<file path="src/rtl/ncrp_pkg.sv">
// ----------------------------------------------------------------------------
// Name/count record parser package
// Result codes, byte constants and byte classification helpers.
// ----------------------------------------------------------------------------
package ncrp_pkg;

    // Default limit on name bytes before the name counts as too long.
    localparam int NAME_CAPACITY_DEFAULT = 64;

    // Field widths of one result transaction.
    localparam int BYTE_W  = 8;
    localparam int KIND_W  = 2;
    localparam int COUNT_W = 40;
    localparam int LEN_W   = 6;
    localparam int ERR_W   = 3;

    // Packed result data width, rounded up to whole bytes.
    localparam int DATA_BITS = BYTE_W + COUNT_W + LEN_W + ERR_W;
    localparam int DATA_W    = ((DATA_BITS + 7) / 8) * 8;

    // Largest count value; the count saturates here.
    localparam logic [COUNT_W-1:0] COUNT_MAX = {COUNT_W{1'b1}};

    // Special bytes of the line format.
    localparam logic [BYTE_W-1:0] CHAR_COMMA   = 8'h2C;
    localparam logic [BYTE_W-1:0] CHAR_SPACE   = 8'h20;
    localparam logic [BYTE_W-1:0] CHAR_NEWLINE = 8'h0A;
    localparam logic [BYTE_W-1:0] CHAR_ZERO    = 8'h30;
    localparam logic [BYTE_W-1:0] CHAR_NINE    = 8'h39;

    // Result kind codes.
    typedef enum logic [KIND_W-1:0] {
        KIND_CONSUMED = 2'd0,
        KIND_NAME     = 2'd1,
        KIND_RECORD   = 2'd2,
        KIND_ERROR    = 2'd3
    } kind_t;

    // Error codes reported with an error result.
    typedef enum logic [ERR_W-1:0] {
        ERR_NONE      = 3'd0,
        ERR_NO_COMMA  = 3'd1,
        ERR_BAD_CHAR  = 3'd2,
        ERR_TOO_LONG  = 3'd3,
        ERR_NO_DIGIT  = 3'd4,
        ERR_TRAILER   = 3'd5
    } err_code_t;

    // One result transaction before packing.
    typedef struct packed {
        kind_t                kind;
        logic [BYTE_W-1:0]    name_char;
        logic [COUNT_W-1:0]   count_value;
        logic [LEN_W-1:0]     name_length;
        err_code_t            error_code;
    } result_t;

    // True for a decimal digit byte.
    function automatic logic is_digit(input logic [BYTE_W-1:0] b);
        return (b >= CHAR_ZERO) && (b <= CHAR_NINE);
    endfunction

    // True for a byte allowed in a name: letters and space.
    function automatic logic is_name_byte(input logic [BYTE_W-1:0] b);
        return ((b >= 8'h41) && (b <= 8'h5A)) ||
               ((b >= 8'h61) && (b <= 8'h7A)) ||
               (b == CHAR_SPACE);
    endfunction

endpackage

</file>
<file path="src/rtl/name_count_record_parser.sv">
// ----------------------------------------------------------------------------
// Name/count record parser
// Parses "name,digits\n" lines one byte per transaction into results.
// ----------------------------------------------------------------------------
// Usage:
//   The slave channel (s_tvalid, s_tready, s_tdata) takes one raw byte per
//   transaction. Every byte yields exactly one result on the master channel
//   (m_tvalid, m_tready, m_tdata, m_tuser): m_tuser holds the kind (consumed,
//   name byte, record complete, error), m_tdata the payload fields.
//   Each result is registered in the output register or the skid register.
//   Throughput: one byte per cycle while s_tready is high, as the whole line
//   state (phase, name length, error flag and count register) updates per byte.
//   The count update is one shift-add of the 40-bit count plus a compare.
//   When the receiver stalls, the output register holds its result and one
//   more result is caught in a skid register; s_tready then drops until the
//   output drains. No transaction is lost or repeated.
//   Reset (aresetn low, synchronous) empties both result registers and
//   puts the parser at the start of a name field with all counts cleared.
// ----------------------------------------------------------------------------
module name_count_record_parser #(
    parameter int NAME_CAPACITY = ncrp_pkg::NAME_CAPACITY_DEFAULT
) (
    input  logic                         aclk,
    input  logic                         aresetn,
    // Input byte stream
    input  logic                         s_tvalid,
    output logic                         s_tready,
    input  logic [ncrp_pkg::BYTE_W-1:0]  s_tdata,   // [7:0] in_byte
    // Result stream
    output logic                         m_tvalid,
    input  logic                         m_tready,
    // [7:0] name_char, [47:8] count_value, [53:48] name_length,
    // [56:54] error_code, [63:57] zero
    output logic [ncrp_pkg::DATA_W-1:0]  m_tdata,
    output logic [ncrp_pkg::KIND_W-1:0]  m_tuser    // [1:0] kind
);

    localparam int NB_W    = $clog2(NAME_CAPACITY + 1);
    localparam int COUNT_W = ncrp_pkg::COUNT_W;
    localparam int LEN_W   = ncrp_pkg::LEN_W;
    localparam int WIDE_W  = COUNT_W + 4;
    localparam int PAD_W   = ncrp_pkg::DATA_W - ncrp_pkg::DATA_BITS;

    typedef enum logic [1:0] {
        PH_NAME   = 2'd0,
        PH_FIRST  = 2'd1,
        PH_DIGITS = 2'd2,
        PH_DROP   = 2'd3
    } phase_t;

    phase_t                 phase_reg, phase_next;
    logic [NB_W-1:0]        name_bytes_reg, name_bytes_next;
    logic                   bad_name_reg, bad_name_next;
    logic [COUNT_W-1:0]     count_reg, count_next;

    logic                   out_valid_reg, out_valid_next;
    ncrp_pkg::result_t      out_data_reg, out_data_next;
    logic                   skid_valid_reg, skid_valid_next;
    ncrp_pkg::result_t      skid_data_reg, skid_data_next;

    ncrp_pkg::result_t      res;
    logic                   accept;
    logic                   out_take;
    logic [3:0]             digit;
    logic [WIDE_W-1:0]      count_wide;
    logic [WIDE_W-1:0]      count_times_ten;
    logic [NB_W+LEN_W-1:0]  name_bytes_ext;

    assign s_tready = !skid_valid_reg;
    assign accept   = s_tvalid && s_tready;
    assign out_take = out_valid_reg && m_tready;

    // Count times ten plus the new digit, wide enough to detect overflow.
    assign digit           = 4'(s_tdata - ncrp_pkg::CHAR_ZERO);
    assign count_times_ten = (WIDE_W'(count_reg) << 3) + (WIDE_W'(count_reg) << 1);
    assign count_wide      = count_times_ten + WIDE_W'(digit);

    // The reported length keeps the low bits of the name byte count.
    assign name_bytes_ext = {{LEN_W{1'b0}}, name_bytes_reg};

    // Line parser: result for the current byte and the next line state.
    always_comb begin
        res             = '0;
        res.kind        = ncrp_pkg::KIND_CONSUMED;
        res.error_code  = ncrp_pkg::ERR_NONE;
        phase_next      = phase_reg;
        name_bytes_next = name_bytes_reg;
        bad_name_next   = bad_name_reg;
        count_next      = count_reg;

        unique case (phase_reg)
            PH_NAME: begin
                if (s_tdata == ncrp_pkg::CHAR_COMMA) begin
                    if (bad_name_reg) begin
                        res.kind       = ncrp_pkg::KIND_ERROR;
                        res.error_code = ncrp_pkg::ERR_BAD_CHAR;
                        phase_next     = PH_DROP;
                    end else if (name_bytes_reg == NB_W'(NAME_CAPACITY)) begin
                        res.kind       = ncrp_pkg::KIND_ERROR;
                        res.error_code = ncrp_pkg::ERR_TOO_LONG;
                        phase_next     = PH_DROP;
                    end else begin
                        phase_next = PH_FIRST;
                    end
                end else if (s_tdata == ncrp_pkg::CHAR_NEWLINE) begin
                    res.kind       = ncrp_pkg::KIND_ERROR;
                    res.error_code = ncrp_pkg::ERR_NO_COMMA;
                    phase_next     = PH_NAME;
                end else begin
                    // Count every name byte, saturating at the capacity.
                    if (name_bytes_reg < NB_W'(NAME_CAPACITY)) begin
                        name_bytes_next = name_bytes_reg + NB_W'(1);
                    end
                    if (ncrp_pkg::is_name_byte(s_tdata)) begin
                        res.kind      = ncrp_pkg::KIND_NAME;
                        res.name_char = s_tdata;
                    end else begin
                        bad_name_next = 1'b1;
                    end
                end
            end
            PH_FIRST: begin
                if (ncrp_pkg::is_digit(s_tdata)) begin
                    count_next = COUNT_W'(digit);
                    phase_next = PH_DIGITS;
                end else begin
                    res.kind       = ncrp_pkg::KIND_ERROR;
                    res.error_code = ncrp_pkg::ERR_NO_DIGIT;
                    phase_next     = (s_tdata == ncrp_pkg::CHAR_NEWLINE) ? PH_NAME : PH_DROP;
                end
            end
            PH_DIGITS: begin
                if (ncrp_pkg::is_digit(s_tdata)) begin
                    if (count_wide > WIDE_W'(ncrp_pkg::COUNT_MAX)) begin
                        count_next = ncrp_pkg::COUNT_MAX;
                    end else begin
                        count_next = count_wide[COUNT_W-1:0];
                    end
                end else if (s_tdata == ncrp_pkg::CHAR_NEWLINE) begin
                    res.kind        = ncrp_pkg::KIND_RECORD;
                    res.count_value = count_reg;
                    res.name_length = name_bytes_ext[LEN_W-1:0];
                    phase_next      = PH_NAME;
                end else begin
                    res.kind       = ncrp_pkg::KIND_ERROR;
                    res.error_code = ncrp_pkg::ERR_TRAILER;
                    phase_next     = PH_DROP;
                end
            end
            PH_DROP: begin
                if (s_tdata == ncrp_pkg::CHAR_NEWLINE) begin
                    phase_next = PH_NAME;
                end
            end
            default: begin
                phase_next = PH_NAME;
            end
        endcase

        // Every line end, and every entry into the drop phase, clears the per-line state.
        if (phase_next != phase_reg && phase_next != PH_FIRST &&
            phase_next != PH_DIGITS) begin
            name_bytes_next = '0;
            bad_name_next   = 1'b0;
            count_next      = '0;
        end else if (phase_reg == PH_NAME && phase_next == PH_NAME &&
                     s_tdata == ncrp_pkg::CHAR_NEWLINE) begin
            name_bytes_next = '0;
            bad_name_next   = 1'b0;
            count_next      = '0;
        end
    end

    // Output register and skid register steering.
    always_comb begin
        out_valid_next  = out_valid_reg;
        out_data_next   = out_data_reg;
        skid_valid_next = skid_valid_reg;
        skid_data_next  = skid_data_reg;

        if (out_take || !out_valid_reg) begin
            if (skid_valid_reg) begin
                out_valid_next  = 1'b1;
                out_data_next   = skid_data_reg;
                skid_valid_next = 1'b0;
            end else begin
                out_valid_next = accept;
                out_data_next  = res;
            end
        end else if (accept) begin
            skid_valid_next = 1'b1;
            skid_data_next  = res;
        end
    end

    // State and result registers.
    always_ff @(posedge aclk) begin
        if (!aresetn) begin
            phase_reg      <= PH_NAME;
            name_bytes_reg <= '0;
            bad_name_reg   <= 1'b0;
            count_reg      <= '0;
            out_valid_reg  <= 1'b0;
            skid_valid_reg <= 1'b0;
        end else begin
            if (accept) begin
                phase_reg      <= phase_next;
                name_bytes_reg <= name_bytes_next;
                bad_name_reg   <= bad_name_next;
                count_reg      <= count_next;
            end
            out_valid_reg  <= out_valid_next;
            skid_valid_reg <= skid_valid_next;
        end
        out_data_reg  <= out_data_next;
        skid_data_reg <= skid_data_next;
    end

    // Pack the result transaction.
    assign m_tvalid = out_valid_reg;
    assign m_tuser  = out_data_reg.kind;
    assign m_tdata  = {{PAD_W{1'b0}},
                       out_data_reg.error_code,
                       out_data_reg.name_length,
                       out_data_reg.count_value,
                       out_data_reg.name_char};

    // The skid register only fills behind a full output register.
    a_skid_behind_out : assert property (@(posedge aclk) disable iff (!aresetn)
        skid_valid_reg |-> out_valid_reg)
        else $error("skid register valid while output register empty");

    // The count register holds a value only while digits are collected.
    a_count_idle_zero : assert property (@(posedge aclk) disable iff (!aresetn)
        (phase_reg != PH_DIGITS) |-> (count_reg == '0))
        else $error("count register not cleared outside the digit field");

    // The name byte count never passes the capacity.
    a_name_bytes_cap : assert property (@(posedge aclk) disable iff (!aresetn)
        name_bytes_reg <= NB_W'(NAME_CAPACITY))
        else $error("name byte count above capacity");

    // A completed record never carries an error code.
    a_record_no_err : assert property (@(posedge aclk) disable iff (!aresetn)
        (out_valid_reg && out_data_reg.kind == ncrp_pkg::KIND_RECORD) |->
        (out_data_reg.error_code == ncrp_pkg::ERR_NONE))
        else $error("record result with nonzero error code");

endmodule
</file>
<file path="config.mk">
export PLATFORM = sky130hd
export DESIGN_NAME = name_count_record_parser
export DESIGN_NICKNAME = d
export VERILOG_FILES = /design/src/rtl/ncrp_pkg.sv /design/src/rtl/name_count_record_parser.sv
export SDC_FILE = /design/constraint.sdc
export NUM_CORES = 1
export LEC_CHECK = 0
export ABC_AREA = 0
export BUFFER_PORTS_ARGS = -buffer_cell sky130_fd_sc_hd__buf_2
export CORE_ASPECT_RATIO = 0.9
export CORE_MARGIN = 2
export CORE_UTILIZATION = 40
export CTS_CLUSTER_SIZE = 30
export DETAILED_ROUTE_END_ITERATION = 8
export SYNTH_ARGS = -nofsm -noshare
export SYNTH_HDL_FRONTEND = slang
export SYNTH_SLANG_ARGS = --single-unit
</file>
<file path="constraint.sdc">
create_clock -name aclk -period 5.9 [get_ports aclk]
set_input_delay 1.18 -clock aclk [delete_from_list [all_inputs] [get_ports aclk]]
set_output_delay 1.18 -clock aclk [all_outputs]
set_load 0.03 [all_outputs]
</file>
==> impl_metrics.tcl <==
set metrics [dict create \
    status "complete, no violations" \
    portBuffers 72 \
    finalWeightedCongestion 0.8881 \
    cp-end-kind "flip-flop" \
    timing_hold_violations_final 0 \
    final_max_slew_viol_count 0 \
    worstPathArrival_ns 5.00 \
    p_switching_uw 719.8 \
    synthArstFlopShare 0 \
    p_leak_nw 5.055 \
    cp-start-kind "input pin" \
    ys_types 77 \
    drc 0 \
    synthSimpleGateAreaFrac 0.1435 \
    grt_overflow_total 0 \
    post-cts-setup-buffer-count 0 \
    r2r_end "count_reg[22]$_SDFFE_PN0P_" \
    rsz0062_at_grt "false" \
    hold_path.class "flip-flop to flip-flop" \
    fmax_ghz 0.2137 \
    cpLargestDelayFamily "compound AO/OA/AOI/OAI gates" \
    clock_skew_ns 0.01579 \
    drtPass1Iterations 6 \
    dieHeight_um 153.6 \
    vias_per_cell 5.675 \
    clock_latency_ns 0.44 \
    coreArea_um2 24320 \
    drt_iter0_drc 531 \
    start_util 0.4089 \
    hpwl_um 15650 \
    nets 1063 \
    crit_start "s_tdata[3]" \
    die-area_um2 26140 \
    syn_inst 908 \
    die_w_um 170.2 \
    slowest_delay_ns 0.56 \
    timing.rr.start "count_reg[0]$_SDFFE_PN0P_" \
    h-tree-depth 4 \
    synth_compound_area_frac 0.1579 \
    path_cells "buf_2, fa_1, fa_1, a211o_1, a211o_1, o211ai_1, nand3_1, nand3_1, o21ai_0, nor4_4, a21oi_4, buf_4, a221o_1" \
    grt_usage 0.1753 \
    worstPathMaxFanout 15 \
    numCtsBuffers 17 \
    diodes 0 \
    row_count 54 \
    cp.required_ns 6.22 \
    synth_area_leaders "edfxtp_1 36%, ha_1 11%, dfxtp_1 10%" \
    yosysWarningCount 0 \
    seq_power_share 0.483 \
    fin_util 0.4592 \
    synth_seq_area_share 0.4609 \
    max-slew-margin-rel 0.4531 \
    syn_area_um2 9946 \
    cts_tree "done" \
    rr_worst_depth 12 \
    root_buffer "clkbuf_16" \
    worst-setup-path-type "input pin to flip-flop" \
    synthMuxAreaShare 0.05661 \
    min_period_ns 4.680 \
    drt-total-wl_um 22480 \
    synthAdderAreaFrac 0.1147 \
    synth_seq_cells 170 \
    postSynthAreaPerCell_um2 10.95 \
    mostFrequentLayoutCells "118 x edfxtp_1, 88 x ha_1, 77 x nand2_1" \
    swShare 0.2621 \
    intPower_mw 2.027 \
    endpoint "count_reg[22]$_SDFFE_PN0P_" \
    power.density_nw_per_um2 245.9 \
    antenna_found_initial 0 \
    postRouteAntennaNets 0 \
    max-cap-violations 0 \
    synth_top_family_by_area "compound AO/OA/AOI/OAI gates" \
    crit_path_top_delay_cell "nor4_4" \
    grt_pass1_vias 6974 \
    p_clk_frac 0.434 \
    largest_reg_flops 59 \
    clockBufferDepth 2 \
    finalSetupTns_ns 0 \
    whs_ns 0.4974 \
    drive_gt1_frac 0.1940 \
    clock-sinks 170 \
    ios 80 \
    grt_pass1_wl_um 36760 \
    cts_hold_buf 0 \
    r2r_setup_slack_ns 1.75 \
    wl_per_cell_um 17.54 \
    yosys.area.top_type "edfxtp_1" \
    grt_max_degree 62 \
    cts_resized 0 \
    peakVddDrop_uv 238.2 \
    final_cells 1282 \
    crit_cells 13 \
    synth_top_area_frac 0.3563 \
    via_count 7275 \
    final_common_cell "edfxtp_1" \
    synth_ff_type "edfxtp_1" \
    synth_edf_count 118 \
    worst_slew_pin_slew_ns 0.8203 \
    crit_buf_inv 2 \
    p_comb_frac 0.083 \
    synthXorXnorAreaFrac 0.03082 \
    syn_to_final_growth_pct 12.29 \
    post-route-period-util 0.7933 \
    dp_cells 1250 \
    finalSetupViolCount 0 \
    clk_pin_slew_worst_paths_ns 0.07 \
]
==> routing by layer <==
metal,global-route usage,share of wire
met5,0,0
met1,0.2571,0.51
met3,0.03449,0.037
met2,0.2693,0.44
met4,0.03541,0.0078
==> final cells by class <==
class	instances	area, um^2
multi-input cells	671	5061
repair buffers	81	427.9
flip-flops and latches	170	4584
clock buffers	17	425.4
well taps	308	385.4
inverters	20	75.07
fillers	2250	13160
clock inverters	15	209.0
==> how the worst min path moves through the flow <==
stage	startpoint	to	slack (ns)	cells after the start
2_1_floorplan	bad_name_reg$_SDFFE_PN0P_	bad_name_reg$_SDFFE_PN0P_	0.45	2
3_3_place_gp	bad_name_reg$_SDFFE_PN0P_	bad_name_reg$_SDFFE_PN0P_	0.47	2
3_5_place_dp	bad_name_reg$_SDFFE_PN0P_	bad_name_reg$_SDFFE_PN0P_	0.48	2
4_1_cts	bad_name_reg$_SDFFE_PN0P_	bad_name_reg$_SDFFE_PN0P_	0.50	2
5_1_grt	bad_name_reg$_SDFFE_PN0P_	bad_name_reg$_SDFFE_PN0P_	0.53	2
6_report	bad_name_reg$_SDFFE_PN0P_	bad_name_reg$_SDFFE_PN0P_	0.50	2
==> cell families after synthesis <==
logic type                 count (synthesis)
AOI/OAI and AO/OA                        222
xor gates and xnor gates                  35
adders and majority gates                 90
buffers and inverters                     74
DFF                                      170
muxes                                     50
other                                      1
and+or+nand+nor                          266
==> stage by stage <==
| stage | setup WS [ns] | cell area [um^2] | power [mW] |
|---|---|---|---|
| finish | 1.220 | 11170 | 2.746 |
| global route | 0.9859 | 11170 | 2.838 |
| CTS | 1.233 | 11170 | 2.772 |
| detailed placement | 0.7843 | 10530 | 1.582 |
| global placement | 0.8962 | 10530 | 1.579 |
| floorplan | 0.1456 | 9972 | 1.521 |
==> worst min-delay path, cell delays in order (launching register included) <==
cell and delay (ns):
dfxtp_1 0.34, a21oi_1 0.05, nor2_1 0.07
==> synth_stat cells (all sizes together) (4+ instances only) <==
library cell and instances:
a21o 19, a21oi 62, a221o 34, a31oi 11, and2 10, and3 47, buf 19, clkbuf 35
dfxtp 52, edfxtp 118, ha 88, inv 20, mux2 50, nand2 77, nand3 11, nand4 16
nor2 42, nor2b 5, nor3 19, nor3b 7, nor4 9, o211ai 8, o21a 5, o21ai 35
o21bai 10, o31ai 5, or4 4, xnor2 22, xor2 13
==> power by group through the flow <==
| stage | registers (mW) | logic (mW) | clock network, mW |
|---|---|---|---|
| after floorplan | 1.41 | 0.111 | 0 |
| after global placement | 1.35 | 0.227 | 0 |
| after detailed placement | 1.35 | 0.228 | 0 |
| after CTS | 1.33 | 0.230 | 1.22 |
| after global routing | 1.33 | 0.247 | 1.26 |
| final | 1.33 | 0.228 | 1.19 |
No activity file was read; power rests on OpenSTA's default activity.
